==> config.mk <==
export PLATFORM = sky130hd
export DESIGN_NAME = i2c_master_byte_engine
export DESIGN_NICKNAME = d
export VERILOG_FILES = /design/src/rtl/i2cm_pkg.sv /design/src/rtl/i2cm_engine.sv /design/src/rtl/i2c_master_byte_engine.sv
export VERILOG_INCLUDE_DIRS = /design/src /design/src/rtl
export SDC_FILE = /design/constraint.sdc
export NUM_CORES = 1
export LEC_CHECK = 0
export BUFFER_PORTS_ARGS = -buffer_cell sky130_fd_sc_hd__buf_2
export CAP_MARGIN = 15
export CORE_ASPECT_RATIO = 0.8
export CORE_MARGIN = 2
export CORE_UTILIZATION = 42
export CTS_BUF_LIST = sky130_fd_sc_hd__clkbuf_4 sky130_fd_sc_hd__clkbuf_8 sky130_fd_sc_hd__clkbuf_16
export DETAILED_ROUTE_END_ITERATION = 12
export PLACE_DENSITY = 0.65
export SYNTH_ARGS = -nofsm -noshare
export SYNTH_HDL_FRONTEND = slang
export SYNTH_SLANG_ARGS = --single-unit
==> constraint.sdc <==
create_clock -name clk -period 11.3 [get_ports clk]
set_input_delay 0.565 -clock clk [delete_from_list [all_inputs] [get_ports clk]]
set_output_delay 0.565 -clock clk [all_outputs]
set_load 0.01 [all_outputs]
==> src/rtl/assert_macros.svh <==
// assertion helpers shared by the rtl files
// both expect a clock named clk and a synchronous reset named rst in scope
`ifndef ASSERT_MACROS_SVH
`define ASSERT_MACROS_SVH

// property that must hold at every edge outside reset
`define ASSERT_ALWAYS(name, prop) \
  name: assert property (@(posedge clk) disable iff (rst) (prop)) \
    else $error("%m: check failed");

// consequent must hold at the edge that follows the antecedent
`define ASSERT_NEXT(name, ante, cons) \
  name: assert property (@(posedge clk) disable iff (rst) (ante) |=> (cons)) \
    else $error("%m: check failed");

`endif

==> src/rtl/i2cm_pkg.sv <==
package i2cm_pkg;

  localparam int DELAY_BITS = 16;
  localparam logic [15:0] HALF_PERIOD_RESET = 16'd2000;
  localparam logic [DELAY_BITS-1:0] DELAY_MAX = '1;

  // command codes
  localparam logic [2:0] OP_TICK  = 3'd0;
  localparam logic [2:0] OP_START = 3'd1;
  localparam logic [2:0] OP_ADDR  = 3'd2;
  localparam logic [2:0] OP_WRITE = 3'd3;
  localparam logic [2:0] OP_READ  = 3'd4;
  localparam logic [2:0] OP_STOP  = 3'd5;

  // configuration register indexes
  localparam logic REG_HALF_PERIOD = 1'b0;
  localparam logic REG_TARGET_ADDR = 1'b1;

  typedef struct packed {
    logic [2:0] op;
    logic [7:0] data_byte;
    logic       read_not_write;
    logic       send_nack;
    logic       sda_in;
  } item_t;

  typedef struct packed {
    logic       scl_out;
    logic       sda_out;
    logic       busy_res;
    logic       done_res;
    logic [7:0] rx_byte;
    logic       nack_seen;
    logic       rejected;
  } result_t;

  // phase length: zero acts as one tick, long values saturate to the counter range
  function automatic logic [DELAY_BITS-1:0] load_value(input logic [15:0] hp);
    logic [31:0] wide;
    logic [DELAY_BITS-1:0] val;
    wide = 32'(hp);
    if (wide > 32'(DELAY_MAX)) begin
      val = DELAY_MAX;
    end else begin
      val = DELAY_BITS'(wide);
    end
    if (val == '0) begin
      val = DELAY_BITS'(1);
    end
    return val;
  endfunction

endpackage

==> src/rtl/i2cm_engine.sv <==
`include "assert_macros.svh"

module i2cm_engine (
  input  logic              clk,
  input  logic              rst,
  input  logic              accept,
  input  i2cm_pkg::item_t   item,
  input  logic [15:0]       half_period,
  input  logic [6:0]        target_address,
  output i2cm_pkg::result_t res
);
  import i2cm_pkg::*;

  localparam logic [3:0] PH_IDLE   = 4'd0;
  localparam logic [3:0] PH_ST_A   = 4'd1;
  localparam logic [3:0] PH_ST_B   = 4'd2;
  localparam logic [3:0] PH_ST_C   = 4'd3;
  localparam logic [3:0] PH_SP_A   = 4'd4;
  localparam logic [3:0] PH_SP_B   = 4'd5;
  localparam logic [3:0] PH_SP_C   = 4'd6;
  localparam logic [3:0] PH_WR_SET = 4'd7;
  localparam logic [3:0] PH_WR_HI  = 4'd8;
  localparam logic [3:0] PH_WR_LO  = 4'd9;
  localparam logic [3:0] PH_WA_HI  = 4'd10;
  localparam logic [3:0] PH_WA_LO  = 4'd11;
  localparam logic [3:0] PH_RD_HI  = 4'd12;
  localparam logic [3:0] PH_RD_LO  = 4'd13;
  localparam logic [3:0] PH_RA_HI  = 4'd14;
  localparam logic [3:0] PH_RA_LO  = 4'd15;

  logic [3:0]            phase, phase_next;
  logic [3:0]            bit_index, bit_index_next;
  logic [DELAY_BITS-1:0] delay_count, delay_count_next;
  logic [7:0]            shift_reg, shift_reg_next;
  logic                  scl_level, scl_level_next;
  logic                  sda_level, sda_level_next;
  logic                  nack_flag, nack_flag_next;
  logic                  ack_choice, ack_choice_next;
  logic [7:0]            received, received_next;
  logic [DELAY_BITS-1:0] load;
  logic                  scl_now, sda_now, rej, done;

  always_comb begin
    phase_next       = phase;
    bit_index_next   = bit_index;
    delay_count_next = delay_count;
    shift_reg_next   = shift_reg;
    scl_level_next   = scl_level;
    sda_level_next   = sda_level;
    nack_flag_next   = nack_flag;
    ack_choice_next  = ack_choice;
    received_next    = received;
    rej              = 1'b0;
    done             = 1'b0;
    load             = load_value(half_period);

    // command entry, first phase starts on this same tick
    if (item.op inside {[OP_START:OP_STOP]}) begin
      if (phase != PH_IDLE) begin
        rej = 1'b1;
      end else begin
        case (item.op)
          OP_START: begin
            phase_next = PH_ST_A; delay_count_next = load;
            scl_level_next = 1'b1; sda_level_next = 1'b1;
          end
          OP_ADDR, OP_WRITE: begin
            shift_reg_next = (item.op == OP_ADDR) ?
                             {target_address, item.read_not_write} : item.data_byte;
            bit_index_next = 4'd7;
            phase_next = PH_WR_SET; delay_count_next = load;
            scl_level_next = 1'b0; sda_level_next = shift_reg_next[7];
          end
          OP_READ: begin
            shift_reg_next = '0;
            bit_index_next = 4'd7;
            ack_choice_next = item.send_nack;
            phase_next = PH_RD_HI; delay_count_next = load;
            scl_level_next = 1'b1; sda_level_next = 1'b1;
          end
          OP_STOP: begin
            phase_next = PH_SP_A; delay_count_next = load;
            scl_level_next = 1'b0; sda_level_next = 1'b0;
          end
          default: ;
        endcase
      end
    end

    scl_now = scl_level_next;
    sda_now = sda_level_next;

    // phase countdown and end-of-phase step
    if (phase_next != PH_IDLE) begin
      if (delay_count_next != '0) begin
        delay_count_next = delay_count_next - DELAY_BITS'(1);
      end
      if (delay_count_next == '0) begin
        case (phase_next)
          PH_ST_A: begin
            phase_next = PH_ST_B; delay_count_next = load;
            scl_level_next = 1'b1; sda_level_next = 1'b0;
          end
          PH_ST_B: begin
            phase_next = PH_ST_C; delay_count_next = load;
            scl_level_next = 1'b0; sda_level_next = 1'b0;
          end
          PH_SP_A: begin
            phase_next = PH_SP_B; delay_count_next = load;
            scl_level_next = 1'b1; sda_level_next = 1'b0;
          end
          PH_SP_B: begin
            phase_next = PH_SP_C; delay_count_next = load;
            scl_level_next = 1'b1; sda_level_next = 1'b1;
          end
          PH_WR_SET: begin
            phase_next = PH_WR_HI; delay_count_next = load;
            scl_level_next = 1'b1;
          end
          PH_WR_HI: begin
            phase_next = PH_WR_LO; delay_count_next = load;
            scl_level_next = 1'b0;
          end
          PH_WR_LO: begin
            if (bit_index_next == 4'd0) begin
              phase_next = PH_WA_HI; delay_count_next = load;
              scl_level_next = 1'b1; sda_level_next = 1'b1;
            end else begin
              bit_index_next = bit_index_next - 4'd1;
              phase_next = PH_WR_SET; delay_count_next = load;
              scl_level_next = 1'b0; sda_level_next = shift_reg_next[bit_index_next[2:0]];
            end
          end
          PH_WA_HI: begin
            // ack slot sampled at the end of scl high
            nack_flag_next = item.sda_in;
            phase_next = PH_WA_LO; delay_count_next = load;
            scl_level_next = 1'b0; sda_level_next = 1'b1;
          end
          PH_RD_HI: begin
            shift_reg_next = {shift_reg_next[6:0], item.sda_in};
            phase_next = PH_RD_LO; delay_count_next = load;
            scl_level_next = 1'b0; sda_level_next = 1'b1;
          end
          PH_RD_LO: begin
            if (bit_index_next == 4'd0) begin
              phase_next = PH_RA_HI; delay_count_next = load;
              scl_level_next = 1'b1; sda_level_next = ack_choice_next;
            end else begin
              bit_index_next = bit_index_next - 4'd1;
              phase_next = PH_RD_HI; delay_count_next = load;
              scl_level_next = 1'b1; sda_level_next = 1'b1;
            end
          end
          PH_RA_HI: begin
            phase_next = PH_RA_LO; delay_count_next = load;
            scl_level_next = 1'b0; sda_level_next = ack_choice_next;
          end
          PH_RA_LO: begin
            received_next = shift_reg_next;
            phase_next = PH_IDLE;
            done = 1'b1;
          end
          default: begin
            // last phase of start, stop and ack receive
            phase_next = PH_IDLE;
            done = 1'b1;
          end
        endcase
      end
    end
  end

  always_ff @(posedge clk) begin
    if (rst) begin
      phase       <= PH_IDLE;
      bit_index   <= '0;
      delay_count <= '0;
      shift_reg   <= '0;
      scl_level   <= 1'b1;
      sda_level   <= 1'b1;
      nack_flag   <= 1'b0;
      ack_choice  <= 1'b0;
      received    <= '0;
    end else if (accept) begin
      phase       <= phase_next;
      bit_index   <= bit_index_next;
      delay_count <= delay_count_next;
      shift_reg   <= shift_reg_next;
      scl_level   <= scl_level_next;
      sda_level   <= sda_level_next;
      nack_flag   <= nack_flag_next;
      ack_choice  <= ack_choice_next;
      received    <= received_next;
    end
  end

  always_comb begin
    res.scl_out   = scl_now;
    res.sda_out   = sda_now;
    res.busy_res  = (phase_next != PH_IDLE);
    res.done_res  = done;
    res.rx_byte   = received_next;
    res.nack_seen = nack_flag_next;
    res.rejected  = rej;
  end

  `ASSERT_ALWAYS(a_active_count_nonzero, (phase == PH_IDLE) || (delay_count != '0))
  `ASSERT_ALWAYS(a_bit_index_range, bit_index <= 4'd7)
  `ASSERT_ALWAYS(a_done_not_busy, !(res.done_res && res.busy_res))
  `ASSERT_ALWAYS(a_reject_only_busy, !res.rejected || (phase != PH_IDLE))

endmodule

==> src/rtl/i2c_master_byte_engine.sv <==
// i2c master byte engine
// each transfer on the s_ channel is one bus tick with an optional command
// (tick only, start, address, write, read, stop); each tick gives exactly one
// transfer on the m_ channel with the scl/sda levels of that tick, busy, done,
// last received byte, nack flag and the rejected flag for a command given while busy.
// every bus phase lasts half_period ticks (apb register 0, zero acts as one);
// register 1 holds the seven-bit slave address sent by the address command.
// one tick is accepted every clock cycle while s_tready is high; its result is formed from
// the state registers and lands in the output register, or in the skid stage while that one is full.
// the output register plus a one-entry skid stage let s_tready stay high while
// one result waits; s_tready drops only when both hold results, and rises again
// as soon as the receiver takes one, so no result is lost or repeated.
// synchronous reset returns the engine to idle with scl and sda released high,
// half_period to 2000 and the address to zero; the output stages empty.
// configuration must be written only while no command is in progress; the block does not enforce it.
module i2c_master_byte_engine (
  input  logic        clk,
  input  logic        rst,
  input  logic        s_tvalid,
  output logic        s_tready,
  input  logic [15:0] s_tdata,   // op[2:0], data_byte[10:3], read_not_write[11], send_nack[12], sda_in[13]
  output logic        m_tvalid,
  input  logic        m_tready,
  output logic [15:0] m_tdata,   // scl_out[0], sda_out[1], busy_res[2], done_res[3], rx_byte[11:4],
                                 // nack_seen[12], rejected[13]
  input  logic        psel,
  input  logic        penable,
  input  logic        pwrite,
  input  logic [2:0]  paddr,
  input  logic [31:0] pwdata,
  output logic [31:0] prdata,
  output logic        pready
);
  import i2cm_pkg::*;

  logic [15:0] half_period;
  logic [6:0]  target_address;
  item_t       item;
  result_t     res;
  result_t     out_data, skid_data;
  logic        out_valid, skid_valid;
  logic        push, pop, cfg_write;

  assign pready    = 1'b1;
  assign cfg_write = psel && penable && pwrite && pready;

  always_ff @(posedge clk) begin
    if (rst) begin
      half_period    <= HALF_PERIOD_RESET;
      target_address <= '0;
    end else if (cfg_write) begin
      case (paddr[2])
        REG_HALF_PERIOD: half_period    <= pwdata[15:0];
        REG_TARGET_ADDR: target_address <= pwdata[6:0];
        default: ;
      endcase
    end
  end

  always_comb begin
    case (paddr[2])
      REG_HALF_PERIOD: prdata = {16'd0, half_period};
      REG_TARGET_ADDR: prdata = {25'd0, target_address};
      default:         prdata = '0;
    endcase
  end

  always_comb begin
    item.op             = s_tdata[2:0];
    item.data_byte      = s_tdata[10:3];
    item.read_not_write = s_tdata[11];
    item.send_nack      = s_tdata[12];
    item.sda_in         = s_tdata[13];
  end

  assign s_tready = !skid_valid;
  assign push     = s_tvalid && s_tready;
  assign pop      = m_tvalid && m_tready;

  i2cm_engine u_engine (
    .clk            (clk),
    .rst            (rst),
    .accept         (push),
    .item           (item),
    .half_period    (half_period),
    .target_address (target_address),
    .res            (res)
  );

  // output register with a one-entry skid behind it
  always_ff @(posedge clk) begin
    if (rst) begin
      out_valid  <= 1'b0;
      skid_valid <= 1'b0;
    end else if (!out_valid) begin
      out_valid <= push;
    end else if (pop) begin
      if (skid_valid) begin
        skid_valid <= 1'b0;
      end else begin
        out_valid <= push;
      end
    end else if (push) begin
      skid_valid <= 1'b1;
    end
  end

  always_ff @(posedge clk) begin
    if (!out_valid || (pop && !skid_valid)) begin
      out_data <= res;
    end else if (pop) begin
      out_data <= skid_data;
    end
    if (out_valid && !pop && push) begin
      skid_data <= res;
    end
  end

  assign m_tvalid = out_valid;
  assign m_tdata  = {2'b00, out_data.rejected, out_data.nack_seen, out_data.rx_byte,
                     out_data.done_res, out_data.busy_res, out_data.sda_out,
                     out_data.scl_out};

  `ASSERT_ALWAYS(a_skid_behind_out, !skid_valid || out_valid)
  `ASSERT_NEXT(a_push_lands, push, out_valid)
  `ASSERT_NEXT(a_full_holds, skid_valid && !pop, skid_valid && out_valid)

endmodule

==> flow_summary_export.csv, run 1 <==
group,metric,value,unit
outcome,outcome,"complete, no violations",
grt,antenna_found_initial,0,
sta,slew_viol_final,0,
sta,setup_violations,0,
detailed_routing,wl_met2,7160,um
detailed_routing,drtPass1Iterations,5,
detailed_routing,ant_nets,0,
layout,nets,843,
synthesis,yosysWarnings,0,
clocking,htree_levels,3,
grt,grt_usage,0.209,
pwr,p_leak,2.71,nW
critical_path,worstReg2RegStart,"u_engine.phase[3]$_SDFFE_PP0P_",
synthesis,synth-simple-area-share,0.256,
synthesis,synth-compound-area-share,0.184,
critical_path,start_kind,"register",
critical_path,required,11.40,ns
sta,fin_crit_sh,0.560,
synthesis,synthAdderAreaFrac,0.00401,
synthesis,yosysSeqAreaShare,0.356,
critical_path,r2r_slack,4.98,ns
synthesis,ys_types,76,
synthesis,syn_area,6230,um^2
sta,holdWs,0.412,ns
floorplan,core-area,14400,um^2
synthesis,synth-seq-cells,97,
layout,diodes,0,
critical_path,endpoint_kind,"register",
sta,worstMarginPinSlew,1.04,ns
detailed_routing,wl_met3,1040,um
synthesis,syn-instance-count,741,
synthesis,synth_ff_type,"dfxtp_1",
clocking,post_cts_buffers,0,
critical_path,cp_common_cell,"inv_1",
placed_design,post-place-ws,5.07,ns
placed_design,gp_congestion,0.916,
detailed_routing,drt-met1-wl,8220,um
detailed_routing,viasPerCell,5.81,
grt,grt_overflow,0,
clocking,ctsResizeCount,0,
synthesis,synth-xor-area-share,0.0169,
job,max_cap_violations,0,
clocking,cts_made_buffers,9,
hold_path,hold_start,"m_tready",
sta,skew,0.00583,ns
detailed_routing,route.detailed.drc,0,
detailed_routing,drt-total-wl,16600,um
floorplan,fp.dieW,140,um
layout,syn2layout_area_growth,11.2,%
sta,hold_viol,0,
synthesis,synth_top_family_by_area,"simple AND/OR/NAND/NOR gates",
layout,fin_util,0.482,
synthesis,async_flop_share,0,
detailed_routing,wire_per_inst,17.1,um
critical_path,cpPeakStageDelay,0.97,ns
critical_path,path_cells,"nor4_4 > and3_1 > o311a_1 > nor2_1 > inv_1 > ha_1 > inv_1 > a2111oi_4 > nor3b_4 > a21oi_1 > xnor2_1 > a2111o_1 > nor3_2 > nand2_4 > mux2_4 > mux2_2",
clocking,cts_tree,"built",
clocking,clk_pin_slew,0.07,ns
clocking,cts_hold_buf,0,
placed_design,dp_hpwl,11900,um
critical_path,cpMaxStageDelayCell,"and3_1",
clocking,clockBufferDepth,2,
layout,fillers,1353,
hold_path,hold_class,"in2reg",
hold_path,holdPathStages,2,
synthesis,avgSynthCellArea,8.41,um^2
floorplan,dieArea,15800,um^2
floorplan,start_util,0.433,
grt,grt_pass1_vias,4935,
floorplan,fp-row-count,39,
critical_path,cp_max_fo,21,
critical_path,crit_type,"reg2reg",
synthesis,muxShareOfSynthArea,0.120,
critical_path,worstRegToRegCells,16,
layout,drive_above_1_share,0.193,
detailed_routing,num_vias,5643,
clocking,clkLatencyLatePin,0.35,ns
grt,grt_max_degree,72,
detailed_routing,drtIter0Drc,450,
sta,final.setup.worst_slack,4.98,ns
critical_path,reg2reg_to,"m_tdata[10]$_DFFE_PP_",
sta,relSlewSlack,0.310,
layout,largestRegisters,"half_period x16, u_engine.delay_count x16",
detailed_routing,maxUsedRoutingLayer,"met4",
grt,grt_pass1_wl,26700,um
synthesis,synth_edf_count,28,
floorplan,dieHeight,113,um
sta,fin_tns_setup,0,ns
sta,rsz0062_at_grt,"no",
floorplan,ioPinCount,109,
sta,max_freq,158,MHz
layout,final_cells,972,
critical_path,crit_arrival,6.42,ns
sta,period_needed,6.32,ns
hold_path,min_to,"skid_valid$_SDFFE_PP0P_",
pwr,power.density,155,nW/um^2
pwr,ir_drop,0.0863,mV
placed_design,placed_cells,955,
placed_design,io_buffers,69,
clocking,cts.root.buffer_cell,"clkbuf_16",
clocking,tritoncts_num_sinks,97,
cells in the mapped netlist, drive strengths merged, types with 7 or more instances:
library cell / instances / area share
a211oi: 19 / 0.023
a21oi: 52 / 0.042
a221oi: 10 / 0.017
a31oi: 7 / 0.0070
buf: 28 / 0.032
clkbuf: 33 / 0.020
dfxtp: 69 / 0.22
edfxtp: 28 / 0.13
inv: 15 / 0.0090
mux2: 29 / 0.057
mux2i: 35 / 0.056
nand2: 96 / 0.059
nand3: 20 / 0.018
nand3b: 13 / 0.016
nor2: 98 / 0.060
nor2b: 11 / 0.011
nor3: 31 / 0.031
nor4: 11 / 0.015
o21ai: 32 / 0.026
o22ai: 7 / 0.0070
or3: 8 / 0.0080
xnor2: 9 / 0.013
routing by layer:
metal | GRT usage | vias to the layer above
met2 | 0.304 | 205
met1 | 0.319 | 2672
li1 | - | 2750
met5 | 0 | -
met3 | 0.0423 | 16
met4 | 0.0444 | 0
worst max-delay path, delay by kind of cell (launching register included):
family | cells | cell delay (ns)
simple gates | 6 | 3.00
compound gates | 4 | 1.42
mux | 2 | 0.61
flops | 1 | 0.41
fa+ha+maj | 1 | 0.22
buf+inv | 2 | 0.21
xor+xnor | 1 | 0.18
placed cells by master (no fill, tap or decap), types with 9 or more instances in the layout:
master and n:
nor2_1 97, nand2_1 95, dfxtp_1 69, buf_2 69, a21oi_1 52, mux2i_1 35
o21ai_0 30, edfxtp_1 28, nor3_1 26, mux2_2 22, a211oi_1 19, conb_1 19
nand3_1 17, inv_1 15, nand3b_1 13, clkbuf_16 11, nor2b_1 10, xnor2_1 9
report_power, final:
group / switching, W / internal [W]
combinational: 0.000210 / 0.000122
sequential: 0.0000221 / 0.000384
clock: 0.000136 / 0.000202
total: 0.000368 / 0.000708
worst max-delay path by stage:
stage / endpoint / start / slack [ns] / depth (start not counted)
2_1_floorplan: m_tdata[10]$_DFFE_PP_ / s_tdata[0] / 6.35 / 20
4_1_cts: m_tdata[7]$_DFFE_PP_ / u_engine.phase[3]$_SDFFE_PP0P_ / 5.09 / 16
3_5_place_dp: m_tdata[7]$_DFFE_PP_ / s_tdata[0] / 5.07 / 17
6_report: m_tdata[10]$_DFFE_PP_ / u_engine.phase[3]$_SDFFE_PP0P_ / 4.98 / 16
5_1_grt: u_engine.shift_reg[5]$_SDFFE_PP0P_ / u_engine.phase[3]$_SDFFE_PP0P_ / 4.60 / 16
3_3_place_gp: m_tdata[10]$_DFFE_PP_ / s_tdata[0] / 5.01 / 17
per-stage QoR:
| step | area (um^2) | total power [W] |
|---|---|---|
| final | 6930 | 0.00108 |
| after global routing | 6930 | 0.00113 |
| after CTS | 6920 | 0.00107 |
| after detailed placement | 6590 | 0.000736 |
| after global placement | 6590 | 0.000736 |
| after floorplan | 6300 | 0.000663 |
final cells by class:
class | count | area [um^2] | area share
timing repair buffer | 75 | 394 | 0.0568
inverter | 15 | 56.3 | 0.00812
clock buffer | 12 | 283 | 0.0408
multi-input combinational | 585 | 3700 | 0.533
tap | 184 | 230 | 0.0332
clock inverter | 4 | 52.6 | 0.00758
sequential | 97 | 2220 | 0.320
cells by family (layout without fill, tap and decap cells):
| kind of cell | Yosys count | count (layout) |
|---|---|---|
| buffers and inverters | 76 | 106 |
| other | 2 | 19 |
| multiplexers | 66 | 66 |
| AND/OR/NAND/NOR | 319 | 319 |
| adder cells (fa/ha/maj) | 2 | 2 |
| AO/OA/AOI/OAI | 167 | 167 |
| XOR/XNOR | 12 | 12 |
| flip-flops | 97 | 97 |
No activity file was read; power rests on OpenSTA's default activity.
==> run 2: changes to the inputs <==
Settings changed: ABC_AREA set to 1, PLACE_DENSITY 0.65 to 0.64.
Clock period 11.3 ns to 6.35 ns, I/O delays scaled along.
==> run 2 against run 1 <==
  * Final area grew 5.4%
  * Critical path depth up 7
  * Maximum frequency rose by 57%
  * Wire length is 16% higher
  * Final cell count rose by 36%
  * Setup slack got worse by 2.7 ns
  * Worst hold slack lost 0.23 ns
  * Clock skew grew 0.0027 ns
  * Clock power is 60% higher
  * Power rose by 93%
==> flow_summary_export.csv, run 2 <==
group,metric,value,unit
synthesis,yosysWarnings,0,
grt,grt_usage,0.232,
critical_path,start_kind,"register",
critical_path,cpMaxStageDelayCell,"nor2_4",
floorplan,dieArea,16800,um^2
detailed_routing,num_vias,6796,
pwr,power.density,284,nW/um^2
floorplan,core-area,15600,um^2
sta,slew_viol_final,0,
layout,multi_input_area,3690,um^2
sta,setup_violations,0,
layout,diodes,0,
clocking,post_cts_buffers,0,
layout,largestRegisters,"half_period x16, u_engine.delay_count x16",
critical_path,required,6.46,ns
pwr,ir_drop,0.141,mV
synthesis,yosysMostFrequentCell,"nand2_1",
placed_design,io_buffers,69,
synthesis,synth-seq-cells,97,
placed_design,dp_hpwl,13400,um
detailed_routing,wire_per_inst,14.5,um
pwr,p_leak,3.44,nW
synthesis,yosysSeqAreaShare,0.335,
clocking,cts_hold_buf,0,
sta,skew,0.00853,ns
critical_path,cpPeakStageDelay,0.40,ns
hold_path,hold_class,"in2reg",
grt,grt_pass1_wl,30500,um
synthesis,syn_area,6640,um^2
critical_path,crit_type,"reg2reg",
grt,grt_max_degree,77,
clocking,cts_tree,"built",
sta,fin_crit_sh,0.636,
clocking,cts.root.buffer_cell,"clkbuf_16",
detailed_routing,ant_nets,0,
critical_path,endpoint_kind,"register",
floorplan,fp-row-count,41,
pwr,total_power,0.00207,W
outcome,outcome,"complete, no violations",
layout,final_common_cell,"nand2_1",
floorplan,start_util,0.425,
floorplan,ioPinCount,109,
layout,final_cell_mix,"nand2_1 (341), inv_1 (99), nor2_1 (97)",
sta,hold_viol,0,
synthesis,synth_ff_type,"dfxtp_1",
synthesis,synth_edf_count,28,
clocking,ctsResizeCount,0,
critical_path,cp_max_fo,21,
synthesis,synth_common_cells,"nand2_1 (342), inv_1 (99), nor2_1 (97), a21oi_1 (82), o21ai_0 (74)",
sta,worstMarginPinSlew,0.878,ns
synthesis,yosys-top-cells-area,"dfxtp_1 (21%), nand2_1 (19%), edfxtp_1 (13%)",
critical_path,cp_top_family,"simple AND/OR/NAND/NOR gates",
clocking,tritoncts_num_sinks,97,
clocking,htree_levels,3,
layout,ff_latch_area,2220,um^2
floorplan,fp.dieW,145,um
grt,antenna_found_initial,0,
sta,fin_tns_setup,0,ns
layout,fillers,1692,
synthesis,ys_types,41,
layout,drive_above_1_share,0.121,
critical_path,crit_arrival,4.15,ns
clocking,clkLatencyLatePin,0.35,ns
sta,relSlewSlack,0.411,
synthesis,synth.largest_area_cell,"dfxtp_1",
clocking,cts_made_buffers,9,
synthesis,syn-instance-count,1062,
sta,rsz0062_at_grt,"no",
job,max_cap_violations,0,
floorplan,dieHeight,116,um
synthesis,synth_top_area_frac,0.208,
critical_path,crit_buf_inv,4,
detailed_routing,drtIter0Drc,637,
sta,period_needed,4.04,ns
critical_path,cp_common_cell,"nand2_1",
detailed_routing,route.detailed.drc,0,
sta,max_freq,248,MHz
synthesis,avgSynthCellArea,6.25,um^2
grt,grt_overflow,0,
clocking,clk_pin_slew,0.07,ns
synthesis,async_flop_share,0,
placed_design,gp_congestion,0.944,
detailed_routing,drt-total-wl,19200,um
layout,syn2layout_area_growth,10.1,%
grt,grt_pass1_vias,5725,
critical_path,path_cells,"nor2_1 > nand3_1 > nor2_4 > nand3_1 > nand2_2 > ha_1 > nand3_2 > inv_1 > nand2_1 > inv_2 > nand2_4 > nand2_1 > nand2_1 > nor2_2 > buf_4 > nand3_2 > buf_4 > nand2_1 > nand2_1 > nor2_1 > nand2_1 > nand2_1 > nand2_1",
detailed_routing,viasPerCell,5.14,
detailed_routing,drtPass1Iterations,5,
clocking,clockBufferDepth,2,
layout,nets,1162,
[run 2: cell types whose count changed in the layout (fill, tap and decap cells not counted), sizes merged, moves of 29 or more]
cell | before | now
mux2i | 35 | 2
nand2 | 96 | 350
mux2 | 29 | 0
inv | 17 | 111
nand3 | 20 | 65
a21oi | 52 | 82
o21ai | 32 | 102
[run 2: cells by family (layout without fill, tap and decap cells)]
group	count (synthesis)	after routing	synth area share
adders and majority gates	2	2	0.00377
buffers and inverters	178	206	0.119
other	2	19	0.00113
and+or+nand+nor	563	563	0.360
AOI/OAI and AO/OA	213	213	0.171
DFF	97	97	0.335
xor gates and xnor gates	5	5	0.00660
muxes	2	2	0.00302
[run 2: final timing paths]
check | to | start | slack (ns) | cells after the start
worst max-delay path | m_tdata[2]$_DFFE_PP_ | u_engine.phase[0]$_SDFFE_PP0P_ | 2.31 | 23
worst max register to register | m_tdata[2]$_DFFE_PP_ | u_engine.phase[0]$_SDFFE_PP0P_ | 2.31 | 23
worst min-delay path | half_period[7]$_SDFFE_PP1P_ | pwdata[7] | 0.18 | 3
worst min register to register | u_engine.delay_count[12]$_SDFFE_PP0P_ | u_engine.delay_count[12]$_SDFFE_PP0P_ | 0.47 | 2
[run 2: worst reg2reg max path, stage by stage, from the launching register on]
cell and delay [ns]:
dfxtp_1 0.34, nor2_1 0.11, nand3_1 0.14, nor2_4 0.40, nand3_1 0.22, nand2_2 0.16, ha_1 0.25, nand3_2 0.18
inv_1 0.16, nand2_1 0.10, inv_2 0.07, nand2_4 0.12, nand2_1 0.19, nand2_1 0.09, nor2_2 0.08, buf_4 0.27
nand3_2 0.14, buf_4 0.24, nand2_1 0.09, nand2_1 0.07, nor2_1 0.10, nand2_1 0.12, nand2_1 0.08, nand2_1 0.06
[run 2: cell type report]
type,count,area share
clock buffer,9,0.0308
clock inverter,7,0.00856
inverter,110,0.0565
multi-input combinational,804,0.505
sequential,97,0.304
tap,215,0.0368
timing repair buffer,80,0.0586
[run 2: where the power goes]
| group | switching (W) | total (W) | internal (W) |
|---|---|---|---|
| Combinational | 0.000574 | 0.000812 | 0.000239 |
| Clock | 0.000265 | 0.000540 | 0.000274 |
| Sequential | 0.0000284 | 0.000722 | 0.000694 |
[run 2: layer usage]
metal,share of wire,GRT usage
met5,0,0
met4,0.0081,0.0460
met3,0.099,0.0578
met2,0.38,0.317
met1,0.51,0.365
[run 2: stage by stage]
stage / utilization / instances / worst slack (ns) / instance area [um^2] / hold WS [ns]
floorplan: - / 1079 / 3.34 / 6700 / 0.437
global placement: 0.450 / 1306 / 2.18 / 7020 / 0.453
detailed placement: 0.450 / 1306 / 2.17 / 7020 / 0.456
CTS: 0.469 / 1322 / 2.36 / 7310 / 0.174
global route: 0.469 / 1322 / 1.98 / 7310 / 0.182
finish: 0.469 / 1322 / 2.31 / 7310 / 0.183
==> run 3: changes to the inputs <==
Clock period 6.35 ns to 3.9 ns, I/O delays scaled along.
==> run 3 against run 2 <==
  * Largest power group unchanged
  * Register-to-register slack got worse by 1.8 ns
  * Global-route usage grew 0.91 points
  * Sequential share of layout area shrank 0.72 points
  * Highest routed layer unchanged
==> flow_summary_export.csv, run 3 (synthesized netlist as in run 2, its figures left out) <==
group,metric,value,unit
grt,grt_overflow,0,
detailed_routing,drtPass1Iterations,5,
pwr,sw_frac_of_total,0.411,
critical_path,required,4.05,ns
floorplan,dieArea,16800,um^2
pwr,p_int,0.00206,W
layout,syn2layout_area_growth,12.8,%
critical_path,crit_start,"u_engine.phase[0]$_SDFFE_PP0P_",
layout,largestRegisters,"half_period x16, u_engine.delay_count x16",
detailed_routing,drtIter0Drc,594,
pwr,ir_drop,0.218,mV
sta,slew_viol_final,0,
placed_design,io_buffers,69,
detailed_routing,viasPerCell,5.14,
sta,relSlewSlack,0.501,
pwr,power.share.clock,0.273,
sta,fin_crit_sh,0.866,
outcome,outcome,"complete, no violations",
clocking,clkLatencyLatePin,0.36,ns
floorplan,ioPinCount,109,
critical_path,worstReg2RegStart,"u_engine.phase[0]$_SDFFE_PP0P_",
sta,hold_viol,0,
floorplan,fp-row-count,41,
detailed_routing,ant_nets,0,
detailed_routing,num_vias,6888,
pwr,p_switching,0.00144,W
grt,grt_usage,0.241,
pwr,power.density,468,nW/um^2
clocking,cts_made_buffers,9,
sta,fin_tns_setup,0,ns
sta,max_freq,296,MHz
clocking,cts_hold_buf,0,
detailed_routing,wire_per_inst,14.7,um
critical_path,path_cells,"nor2_1 > nand3_1 > nor2_4 > nand3_1 > nand2_2 > ha_1 > nand3_2 > inv_1 > nand2_1 > inv_2 > nand2_4 > nand2_1 > nand3_1 > nor2_2 > nand3_2 > buf_4 > o41ai_1",
sta,period_needed,3.38,ns
layout,drive_above_1_share,0.136,
placed_design,gp_congestion,0.947,
sta,skew,0.0105,ns
critical_path,cp_max_fo,16,
detailed_routing,route.detailed.drc,0,
floorplan,dieHeight,116,um
placed_design,placed_cells,1323,
grt,grt_max_degree,55,
pwr,seq_power_share,0.336,
clocking,htree_levels,3,
detailed_routing,drt-total-wl,19700,um
sta,worstMarginPinSlew,0.748,ns
critical_path,crit_arrival,3.53,ns
sta,rsz0062_at_grt,"no",
pwr,pwr-share-comb,0.391,
critical_path,endpoint_kind,"register",
critical_path,crit_type,"reg2reg",
grt,grt_pass1_vias,6118,
layout,diodes,0,
job,max_cap_violations,0,
clocking,tritoncts_num_sinks,97,
layout,final_common_cell,"nand2_1",
clocking,clk_pin_slew,0.07,ns
pwr,p_leak,3.54,nW
critical_path,cpPeakStageDelay,0.34,ns
layout,final_cells,1341,
floorplan,core-area,15600,um^2
sta,setup_violations,0,
critical_path,cpMaxStageDelayCell,"dfxtp_1",
layout,final_cell_mix,"nand2_1 (341), inv_1 (99), nor2_1 (97)",
grt,antenna_found_initial,0,
floorplan,start_util,0.425,
grt,grt_pass1_wl,31700,um
critical_path,start_kind,"register",
clocking,cts.root.buffer_cell,"clkbuf_16",
clocking,cts_tree,"built",
clocking,clockBufferDepth,2,
hold_path,hold_start,"pwdata[9]",
layout,nets,1181,
placed_design,dp_hpwl,14100,um
floorplan,fp.dieW,145,um
critical_path,cp_common_cell,"nand3_1",
hold_path,hold_class,"in2reg",
==> run 3: cell types whose count changed in the layout (fill, tap and decap cells not counted) <==
| cell | change |
|---|---|
| clkinv_4 | -2 |
| clkinvlp_4 | +2 |
| buf_12 | +1 |
| bufinv_16 | +1 |
| clkinv_2 | -1 |
| buf_4 | +18 |
==> run 3: per-layer routing <==
metal | track usage | vias up | wire length, um | part of all wire
met4 | 0.0550 | 0 | 168 | 0.0085
met3 | 0.0545 | 12 | 1960 | 0.099
met1 | 0.366 | 3046 | 9790 | 0.50
met2 | 0.347 | 290 | 7770 | 0.39
li1 | - | 3540 | - | -
met5 | 0 | - | 0 | 0
==> run 3: critical path, delay by kind of cell (launching register included) <==
family                   cells  cell delay, ns
AND/OR/NAND/NOR             12            1.74
AO/OA/AOI/OAI                1            0.30
flip-flops                   1            0.34
buffers and inverters        3            0.51
adder cells (fa/ha/maj)      1            0.27
==> run 3: stage by stage <==
stage / area, um^2 / hold slack [ns] / util / worst slack, ns / total power, W
6_report: 7480 / 0.0460 / 0.480 / 0.521 / 0.00350
2_1_floorplan: 6700 / 0.321 / - / 0.893 / 0.00219
5_1_grt: 7480 / 0.0741 / 0.480 / 0.171 / 0.00373
4_1_cts: 7470 / 0.0370 / 0.479 / 0.284 / 0.00349
3_5_place_dp: 7160 / 0.422 / 0.459 / 0.365 / 0.00253
3_3_place_gp: 7160 / 0.414 / 0.459 / 0.369 / 0.00253
==> run 3: final timing paths <==
check | slack [ns] | endpoint | depth (start not counted)
max | 0.52 | m_tdata[3]$_DFFE_PP_ | 17
min | 0.05 | half_period[9]$_SDFFE_PP1P_ | 3
max reg2reg | 0.52 | m_tdata[3]$_DFFE_PP_ | 17
min reg2reg | 0.46 | u_engine.shift_reg[0]$_SDFFE_PP0P_ | 2
==> run 3: final cells by class <==
type	instances	area, um^2
Tap cell	215	269
Timing Repair Buffer	99	583
Inverter	110	413
Sequential cell	97	2220
Clock inverter	7	85.1
Multi-Input combinational cell	804	3690
Clock buffer	9	225
Fill cell	1646	8110
==> run 3: power groups by stage <==
| stage | clock network, W | logic (W) | registers [W] |
|---|---|---|---|
| after CTS | 0.000973 | 0.00134 | 0.00118 |
| after global placement | 0 | 0.00133 | 0.00120 |
| after global routing | 0.00100 | 0.00154 | 0.00119 |
| after floorplan | 0 | 0.000992 | 0.00120 |
| final | 0.000956 | 0.00137 | 0.00118 |
| after detailed placement | 0 | 0.00134 | 0.00120 |
==> run 3: timing repair <==
item / 4_1_cts / 5_1_grt
setup buffers: 0 / 2
setup endpoints to repair: 0 / 31
resized for setup: 0 / 0
